$ cat config.mk
export PLATFORM = sky130hd
export DESIGN_NAME = transition_count_kl_reward
export DESIGN_NICKNAME = d
export VERILOG_FILES = /design/src/rtl/tckl_pkg.sv /design/src/rtl/tckl_mem.sv /design/src/rtl/tckl_mul.sv /design/src/rtl/transition_count_kl_reward.sv
export VERILOG_INCLUDE_DIRS = /design/src /design/src/rtl
export SDC_FILE = /design/constraint.sdc
export NUM_CORES = 2
export LEC_CHECK = 0
export BUFFER_PORTS_ARGS = -buffer_cell sky130_fd_sc_hd__buf_2
export CAP_MARGIN = 20
export CORE_UTILIZATION = 44
export CTS_BUF_LIST = sky130_fd_sc_hd__clkbuf_2
export DETAILED_ROUTE_END_ITERATION = 8
export GPL_TIMING_DRIVEN = 0
export PLACE_DENSITY = 0.65
export SLEW_MARGIN = 20
export SYNTH_ARGS = -nofsm -noshare
export SYNTH_HDL_FRONTEND = slang
export SYNTH_HIERARCHICAL = 1
export SYNTH_SLANG_ARGS = --single-unit
$ cat constraint.sdc
create_clock -name clk -period 9.6 [get_ports clk]
set_input_delay 1.44 -clock clk [delete_from_list [all_inputs] [get_ports clk]]
set_output_delay 1.44 -clock clk [all_outputs]
set_load 0.03 [all_outputs]
$ cat src/rtl/transition_count_kl_reward_macros.svh
// Assertion macros for the transition count KL reward block.
// Used by the top level; expects clk and arst_n in scope.
`ifndef TRANSITION_COUNT_KL_REWARD_MACROS_SVH
`define TRANSITION_COUNT_KL_REWARD_MACROS_SVH

// same-cycle implication
`define TCKL_ASSERT_NOW(label, ante, cons) \
	label: assert property (@(posedge clk) disable iff (!arst_n) (ante) |-> (cons)) \
		else $error("tckl assertion failed");

// next-cycle implication
`define TCKL_ASSERT_NEXT(label, ante, cons) \
	label: assert property (@(posedge clk) disable iff (!arst_n) (ante) |=> (cons)) \
		else $error("tckl assertion failed");

`endif

$ cat src/rtl/tckl_pkg.sv
// Shared types and constants of the transition count KL reward block.
// No dependencies.
package tckl_pkg;

	localparam int MAX_SUCCESSORS_DEF   = 16;
	localparam int STATE_INDEX_BITS_DEF = 8;
	localparam int COUNT_BITS_DEF       = 16;

	localparam int PROB_BITS   = 17;
	localparam int FRAC_BITS   = 16;
	localparam int MUL_BITS    = 24;
	localparam int SUM_BITS    = 34;
	localparam int REWARD_BITS = 24;
	localparam int DIV_STEPS   = 17;
	localparam logic [15:0] LN2_Q16 = 16'd45426;

	typedef enum logic [4:0] {
		S_IDLE, S_RD, S_CMP, S_DECIDE, S_PRD, S_PLD, S_DIV, S_NORM,
		S_SQ, S_SQW, S_M1, S_M1W, S_M2, S_M2W, S_M3, S_M3W, S_NEXT, S_DONE
	} state_t;

endpackage

$ cat src/rtl/tckl_mem.sv
// Successor table storage: one write port, one read port, registered read.
// No dependencies.
module tckl_mem #(
	parameter int DEPTH = 16,
	parameter int AW    = 4,
	parameter int DW    = 41
) (
	input  logic          clk,
	input  logic          we,
	input  logic [AW-1:0] waddr,
	input  logic [DW-1:0] wdata,
	input  logic [AW-1:0] raddr,
	output logic [DW-1:0] rdata
);

	logic [DW-1:0] mem [DEPTH];

	always_ff @(posedge clk) begin
		if (we) begin
			mem[waddr] <= wdata;
		end
		rdata <= mem[raddr];
	end

endmodule

$ cat src/rtl/tckl_mul.sv
// Shared unsigned multiplier with registered product.
// Depends on tckl_pkg.
module tckl_mul (
	input  logic                             clk,
	input  logic [tckl_pkg::MUL_BITS-1:0]    a,
	input  logic [tckl_pkg::MUL_BITS-1:0]    b,
	output logic [2*tckl_pkg::MUL_BITS-1:0]  prod
);

	always_ff @(posedge clk) begin
		prod <= a * b;
	end

endmodule

$ cat src/rtl/transition_count_kl_reward.sv
// Transition count KL reward: sequencer over a successor table; uses tckl_pkg, tckl_mem, tckl_mul.
// Per word, it scans the table for the observed state, then for every entry recomputes its
// probability with the 17-step divider and, where the new and old probabilities are both
// nonzero, adds a log-difference term through the shared multiplier. A word that finds the
// table full is dropped; the table has a single read port. A new word is taken only when idle.
// Reset clears the sequencer and successor count; done strobes one cycle, receiver can't stall.
`include "transition_count_kl_reward_macros.svh"

module transition_count_kl_reward #(
	parameter int MAX_SUCCESSORS   = tckl_pkg::MAX_SUCCESSORS_DEF,
	parameter int STATE_INDEX_BITS = tckl_pkg::STATE_INDEX_BITS_DEF,
	parameter int COUNT_BITS       = tckl_pkg::COUNT_BITS_DEF
) (
	input  logic                        clk,
	input  logic                        arst_n,
	input  logic                        start,
	output logic                        busy,
	input  logic [STATE_INDEX_BITS-1:0] observed_state,
	output logic                        done,
	output logic signed [23:0]          reward,
	output logic                        was_new,
	output logic                        table_full,
	output logic [4:0]                  successor_count
);

	localparam int IW = $clog2(MAX_SUCCESSORS);
	localparam int UW = $clog2(MAX_SUCCESSORS + 1);
	localparam int TW = COUNT_BITS + IW;
	localparam int PB = tckl_pkg::PROB_BITS;
	localparam int MW = tckl_pkg::MUL_BITS;
	localparam int DW = STATE_INDEX_BITS + COUNT_BITS + PB;
	localparam logic [COUNT_BITS-1:0] CNT_LIM = {COUNT_BITS{1'b1}};
	localparam logic [UW-1:0] USED_MAX = UW'(MAX_SUCCESSORS);

	tckl_pkg::state_t state_q, state_d;

	logic [UW-1:0]               used_q;
	logic [UW-1:0]               i_q;
	logic [STATE_INDEX_BITS-1:0] id_q, eid_q;
	logic [TW-1:0]               total_q;
	logic                        found_q, wasnew_q, full_q;
	logic [IW-1:0]               slot_q;
	logic [COUNT_BITS-1:0]       cnt_q, cnt_e_q;
	logic [PB-1:0]               q_q, p_q, x_q, y_q;
	logic [TW:0]                 rem_q;
	logic [PB-1:0]               quo_q;
	logic [4:0]                  dc_q, fc_q, s_q, sp_q;
	logic [15:0]                 frac_q, fp_q;
	logic                        ph_q, dneg_q;
	logic [20:0]                 ad_q;
	logic [37:0]                 m1_q;
	logic [34:0]                 acc_q;
	logic signed [tckl_pkg::SUM_BITS-1:0] sum_q;

	logic          mem_we;
	logic [IW-1:0] mem_waddr, mem_raddr;
	logic [DW-1:0] mem_wdata, mem_rdata;
	logic [MW-1:0] mul_a, mul_b;
	logic [2*MW-1:0] prod;

	logic [PB-1:0]               rd_p;
	logic [COUNT_BITS-1:0]       rd_count;
	logic [STATE_INDEX_BITS-1:0] rd_id;

	assign rd_p     = mem_rdata[PB-1:0];
	assign rd_count = mem_rdata[PB +: COUNT_BITS];
	assign rd_id    = mem_rdata[PB+COUNT_BITS +: STATE_INDEX_BITS];

	tckl_mem #(.DEPTH(MAX_SUCCESSORS), .AW(IW), .DW(DW)) u_mem (
		.clk(clk), .we(mem_we), .waddr(mem_waddr), .wdata(mem_wdata),
		.raddr(mem_raddr), .rdata(mem_rdata)
	);

	tckl_mul u_mul (.clk(clk), .a(mul_a), .b(mul_b), .prod(prod));

	// divider step
	logic          div_ge;
	logic [PB-1:0] p_new;
	logic          div_last;
	assign div_ge   = rem_q >= {1'b0, total_q};
	assign p_new    = {quo_q[PB-2:0], div_ge};
	assign div_last = dc_q == 5'd1;

	// squaring step
	logic [17:0] y2;
	logic        sq_bit;
	logic [15:0] frac_new;
	assign y2       = prod[33:16];
	assign sq_bit   = y2[17];
	assign frac_new = {frac_q[14:0], sq_bit};

	// log difference
	logic [5:0]         sd;
	logic signed [22:0] d_c;
	logic [22:0]        d_abs;
	assign sd    = {1'b0, s_q} - {1'b0, sp_q};
	assign d_c   = {sd[5], sd, 16'b0} + 23'(fp_q) - 23'(frac_new);
	assign d_abs = d_c[22] ? 23'(-d_c) : d_c;

	// term magnitude
	logic [53:0] mag_full;
	logic [21:0] mag;
	assign mag_full = 54'(acc_q) + (54'(prod[34:0]) << 19);
	assign mag      = mag_full[53:32];

	logic [COUNT_BITS-1:0] cnt_base;
	logic                  cnt_inc;
	assign cnt_base = found_q ? cnt_q : '0;
	assign cnt_inc  = cnt_base < CNT_LIM;

	logic last_entry;
	assign last_entry = (i_q + UW'(1)) == used_q;

	logic full_now;
	assign full_now = !found_q && used_q == USED_MAX;

	always_comb begin
		state_d   = state_q;
		mem_we    = 1'b0;
		mem_waddr = i_q[IW-1:0];
		mem_wdata = {eid_q, cnt_e_q, p_new};
		mem_raddr = i_q[IW-1:0];
		mul_a     = '0;
		mul_b     = '0;
		unique case (state_q)
			tckl_pkg::S_IDLE: begin
				if (start) state_d = (used_q == '0) ? tckl_pkg::S_DECIDE : tckl_pkg::S_RD;
			end
			tckl_pkg::S_RD: state_d = tckl_pkg::S_CMP;
			tckl_pkg::S_CMP: state_d = last_entry ? tckl_pkg::S_DECIDE : tckl_pkg::S_RD;
			tckl_pkg::S_DECIDE: begin
				if (full_now) begin
					state_d = tckl_pkg::S_DONE;
				end else begin
					state_d = tckl_pkg::S_PRD;
					if (!found_q) begin
						mem_we    = 1'b1;
						mem_waddr = used_q[IW-1:0];
						mem_wdata = {id_q, {COUNT_BITS{1'b0}}, {PB{1'b0}}};
					end
				end
			end
			tckl_pkg::S_PRD: state_d = tckl_pkg::S_PLD;
			tckl_pkg::S_PLD: state_d = tckl_pkg::S_DIV;
			tckl_pkg::S_DIV: begin
				if (div_last) begin
					mem_we  = 1'b1;
					state_d = (p_new != '0 && q_q != '0) ? tckl_pkg::S_NORM
						: tckl_pkg::S_NEXT;
				end
			end
			tckl_pkg::S_NORM: if (x_q[PB-1]) state_d = tckl_pkg::S_SQ;
			tckl_pkg::S_SQ: begin
				mul_a   = MW'(y_q);
				mul_b   = MW'(y_q);
				state_d = tckl_pkg::S_SQW;
			end
			tckl_pkg::S_SQW: begin
				if (fc_q == 5'd1) state_d = ph_q ? tckl_pkg::S_M1 : tckl_pkg::S_NORM;
				else state_d = tckl_pkg::S_SQ;
			end
			tckl_pkg::S_M1: begin
				mul_a   = MW'(p_q);
				mul_b   = MW'(ad_q);
				state_d = tckl_pkg::S_M1W;
			end
			tckl_pkg::S_M1W: state_d = tckl_pkg::S_M2;
			tckl_pkg::S_M2: begin
				mul_a   = MW'(m1_q[18:0]);
				mul_b   = MW'(tckl_pkg::LN2_Q16);
				state_d = tckl_pkg::S_M2W;
			end
			tckl_pkg::S_M2W: state_d = tckl_pkg::S_M3;
			tckl_pkg::S_M3: begin
				mul_a   = MW'(m1_q[37:19]);
				mul_b   = MW'(tckl_pkg::LN2_Q16);
				state_d = tckl_pkg::S_M3W;
			end
			tckl_pkg::S_M3W: state_d = tckl_pkg::S_NEXT;
			tckl_pkg::S_NEXT: state_d = last_entry ? tckl_pkg::S_DONE : tckl_pkg::S_PRD;
			tckl_pkg::S_DONE: state_d = tckl_pkg::S_IDLE;
			default: state_d = tckl_pkg::S_IDLE;
		endcase
	end

	always_ff @(posedge clk or negedge arst_n) begin
		if (!arst_n) begin
			state_q <= tckl_pkg::S_IDLE;
			used_q  <= '0;
		end else begin
			state_q <= state_d;
			if (state_q == tckl_pkg::S_DECIDE && !found_q && !full_now) begin
				used_q <= used_q + UW'(1);
			end
		end
	end

	always_ff @(posedge clk) begin
		case (state_q)
			tckl_pkg::S_IDLE: begin
				if (start) begin
					id_q     <= observed_state;
					i_q      <= '0;
					total_q  <= '0;
					found_q  <= 1'b0;
					wasnew_q <= 1'b0;
					full_q   <= 1'b0;
					sum_q    <= '0;
				end
			end
			tckl_pkg::S_CMP: begin
				total_q <= total_q + TW'(rd_count);
				if (rd_id == id_q) begin
					found_q <= 1'b1;
					slot_q  <= i_q[IW-1:0];
					cnt_q   <= rd_count;
				end
				i_q <= i_q + UW'(1);
			end
			tckl_pkg::S_DECIDE: begin
				if (full_now) begin
					full_q <= 1'b1;
				end else begin
					if (!found_q) begin
						slot_q   <= used_q[IW-1:0];
						wasnew_q <= 1'b1;
					end
					cnt_q   <= cnt_inc ? cnt_base + COUNT_BITS'(1) : cnt_base;
					total_q <= total_q + TW'(cnt_inc);
					i_q     <= '0;
				end
			end
			tckl_pkg::S_PLD: begin
				cnt_e_q <= (i_q[IW-1:0] == slot_q) ? cnt_q : rd_count;
				rem_q   <= (i_q[IW-1:0] == slot_q) ? (TW+1)'(cnt_q) : (TW+1)'(rd_count);
				q_q     <= rd_p;
				eid_q   <= rd_id;
				quo_q   <= '0;
				dc_q    <= 5'(tckl_pkg::DIV_STEPS);
			end
			tckl_pkg::S_DIV: begin
				rem_q <= (div_ge ? rem_q - {1'b0, total_q} : rem_q) << 1;
				quo_q <= p_new;
				dc_q  <= dc_q - 5'd1;
				if (div_last) begin
					p_q  <= p_new;
					x_q  <= p_new;
					s_q  <= '0;
					ph_q <= 1'b0;
				end
			end
			tckl_pkg::S_NORM: begin
				if (!x_q[PB-1]) begin
					x_q <= x_q << 1;
					s_q <= s_q + 5'd1;
				end else begin
					y_q    <= x_q;
					fc_q   <= 5'd16;
					frac_q <= '0;
				end
			end
			tckl_pkg::S_SQW: begin
				y_q    <= sq_bit ? y2[17:1] : y2[16:0];
				frac_q <= frac_new;
				fc_q   <= fc_q - 5'd1;
				if (fc_q == 5'd1) begin
					if (!ph_q) begin
						sp_q <= s_q;
						fp_q <= frac_new;
						x_q  <= q_q;
						s_q  <= '0;
						ph_q <= 1'b1;
					end else begin
						dneg_q <= d_c[22];
						ad_q   <= d_abs[20:0];
					end
				end
			end
			tckl_pkg::S_M1W: m1_q <= prod[37:0];
			tckl_pkg::S_M2W: acc_q <= prod[34:0];
			tckl_pkg::S_M3W: begin
				if (dneg_q) sum_q <= sum_q - tckl_pkg::SUM_BITS'(mag);
				else sum_q <= sum_q + tckl_pkg::SUM_BITS'(mag);
			end
			tckl_pkg::S_NEXT: i_q <= i_q + UW'(1);
			default: ;
		endcase
	end

	localparam logic signed [tckl_pkg::SUM_BITS-1:0] RMAX = tckl_pkg::SUM_BITS'(8388607);
	localparam logic signed [tckl_pkg::SUM_BITS-1:0] RMIN = -tckl_pkg::SUM_BITS'(8388608);

	logic [31:0] used_ext;
	assign used_ext = 32'(used_q);

	assign busy            = state_q != tckl_pkg::S_IDLE;
	assign done            = state_q == tckl_pkg::S_DONE;
	assign was_new         = wasnew_q;
	assign table_full      = full_q;
	assign successor_count = used_ext[4:0];

	always_comb begin
		if (sum_q > RMAX) reward = 24'sh7FFFFF;
		else if (sum_q < RMIN) reward = -24'sh800000;
		else reward = sum_q[23:0];
	end

	`TCKL_ASSERT_NEXT(a_start_busy, start && !busy, busy)
	`TCKL_ASSERT_NEXT(a_done_idle, done, !busy)
	`TCKL_ASSERT_NOW(a_new_full_excl, done, !(was_new && table_full))
	`TCKL_ASSERT_NOW(a_used_bound, busy, used_q <= USED_MAX)
	`TCKL_ASSERT_NOW(a_full_zero, done && table_full, reward == 24'sd0)

endmodule

==> results.tsv <==
stage	metric	value	unit
worst_setup_path	Setup crit start	state_q[1]	
finish	layout cells sized above 1	15.8	%
timing	RSZ-0062 raised after global routing	false	
clock_tree	Clock transition at path regs	0.13	ns
power_and_ir_drop	Combinational Power Share	44.3	%
power_and_ir_drop	PnR Total Power	17.4	mW
worst_setup_path	data required time of the worst path	11.03	ns
finish	most frequent cells in the layout	1,003 x edfxtp_1, 636 x inv_1, 497 x nand2_1	
power_and_ir_drop	power share of the clock group	17.4	%
finish	Final nets	6227	
routing	router iterations before antenna repair	7	
routing	WL/cell	22.5	µm
finish	Multi-input gate area	0.0298	mm²
finish	commonest non-fill, non-tap cell in the layout	edfxtp_1	
worst_setup_path	reg2reg end	u_mul/prod[37]	
timing	final hold violation count	0	
clock_tree	CTS root buf	clkbuf_2	
worst_setup_path	Critical Path AT	10.73	ns
worst_setup_path	R2R Setup Slk	0.31	ns
routing	DR DRC count	0	
clock_tree	H-tree Lvls	5	
global_route	largest net degree at the start of global routing	27	
clock_tree	CTS tree	built	
routing	Post-Route WL	172000	µm
finish	register area	0.0320	mm²
routing	via density per instance	5.47	
finish	Design Area, Final	0.0711	mm²
min_path	HP Start	observed_state[1]	
power_and_ir_drop	Worst VDD drop	0.000143	V
worst_setup_path	slowest stage delay, CP	0.57	ns
timing	crit share post-route	96.8	%
power_and_ir_drop	sw frac	41.1	%
clock_tree	CTS Buffer Depth	4	
clock_tree	worst skew pair latency	1.57	ns
min_path	type of the most critical hold path	input port to register	
routing	vias post-DR	41710	
power_and_ir_drop	leak pwr	28.4	nW
floorplanning	Die ar.	0.149	mm²
routing	antenna-violating nets left	0	
timing	Fmax	108	MHz
finish	Area growth syn-to-layout	9.96	%
timing	Final setup viols	0	
global_route	initial antenna violation count	4	
floorplanning	initial core utilization	44.4	%
floorplanning	IO Count	44	
outcome	outcome	finished, final reports clean	
clock_tree	Sink Count	1092	
power_and_ir_drop	NetSw	7.15	mW
global_route	number of global-route vias before repair	43390	
place	Port Buf Inserts	43	
flow_run	max-cap violation count	0	
floorplanning	Die W	385	µm
place	Placement Setup Slack	-0.248	ns
place	dpl cells	7150	
synth	Ys Warns	6	
power_and_ir_drop	PwrDens	245	mW/mm²
timing	clk_skew	0.148	ns
finish	Layout Cells excl Fill	7622	
power_and_ir_drop	Reg power frac	38.3	%
worst_setup_path	FF-to-FF Start	state_q[1]	
finish	fillers	12962	
timing	worst-margin pin slew	1.13	ns
timing	fin crit period	9.29	ns
synth	cell area after synthesis	0.0647	mm²
worst_setup_path	worst r2r path cells	29	
worst_setup_path	Critical Path End	u_mul/prod[37]	
worst_setup_path	most used cell, CP	fa_1	
power_and_ir_drop	Internal	10.2	mW
min_path	worst hold path cell count	1	
routing	Initial DRC Count	3757	
place	placed cell area	0.0685	mm²
synth	Mapped Avg Cell Area	12.7	µm²
worst_setup_path	crit start category	register	
place	DP Wirelength	129000	µm
worst_setup_path	CP max FO	10	
floorplanning	Die H	385	µm
synth	Post-Syn Instances	5096	
global_route	first-pass GRT wire length	264000	µm
timing	Final Max Tran Viols	0	
floorplanning	std cell rows	140	
worst_setup_path	Crit Path Category	register to register	
finish	Core Util, Final	48.8	%
clock_tree	Inserted Clock Buffers	280	
floorplanning	Core ar.	0.146	mm²
worst_setup_path	slowest stage cell, crit path	or3_1	
global_route	GRT Total Usage	23.7	%
timing	Slew HR	24.8	%
worst_setup_path	CP endpoint kind	register	
place	gpl congestion	0.956	
global_route	GRT overflow	0	
timing	final worst-path setup slack	0.306	ns
[per-stage QoR]
stage | setup TNS [ns] | hold WS [ns]
finish | 0 | 0.185
global route | 0 | 0.0368
CTS | 0 | 0.00970
detailed placement | -0.596 | 0.392
global placement | -108.55 | 0.388
floorplan | 0 | 0.386
[flip-flops by register name, summed over array words and instances, names as in the netlist, 16 cells and up]
name         count
u_mem/mem      656
q_q             17
acc_q           16
m1_q            38
y_q             17
cnt_e_q         16
x_q             17
total_q         20
fp_q            16
rem_q           21
cnt_q           16
ad_q            21
quo_q           16
u_mem/rdata     41
u_mul/prod      38
p_q             17
sum_q           34
[layout make-up]
cell class                      count  share of cell area, %
Inverter                          638                   3.37
Buffer                            241                   1.45
Timing Repair Buffer              113                   1.75
Clock buffer                      406                   2.86
Clock inverter                     57                  0.435
Antenna cell                        4                 0.0141
Sequential cell                  1092                   44.9
Tap cell                         1917                   3.37
Multi-Input combinational cell   3154                   41.8
[how the worst min path moves through the flow]
stage / slack (ns) / to
finish: 0.18 / id_q[1]
global route: 0.04 / id_q[1]
CTS: 0.01 / id_q[1]
detailed placement: 0.39 / q_q[16]
global placement: 0.39 / q_q[16]
floorplan: 0.39 / m1_q[35]
[power by group through the flow]
stage / sequential (mW) / clock, mW / combinational (mW)
after floorplan: 6.57 / 0 / 5.31
after global placement: 6.78 / 0 / 7.37
after detailed placement: 6.75 / 0 / 7.55
after CTS: 6.65 / 3.11 / 7.63
after global routing: 6.70 / 3.33 / 8.52
final: 6.66 / 3.02 / 7.71
[worst max-delay path: cells and delay by family, from the launching register on]
family	cells	cell delay (ns)
fa+ha+maj	8	3.97
compound gates	7	1.78
simple gates	4	1.53
buf+inv	9	1.40
flops	1	0.40
xor+xnor	1	0.14
[repair_timing]
action | 4_1_cts | 5_1_grt
setup endpoints to repair | 7 | 13
setup buffers | 0 | 0
resized for setup | 16 | 79
hold buffers | 6 | 0
hold endpoints to repair | 15 | 0
[layer usage]
layer  vias to the layer above  routed length, µm  track usage, %
met1                     20990              70100            31.1
met3                       307              12800            4.64
met2                      1753              83300            39.1
met5                         -                  0               0
met4                         0               5510            8.61
li1                      18660                  -               -
(Power assumes the default switching activity.)
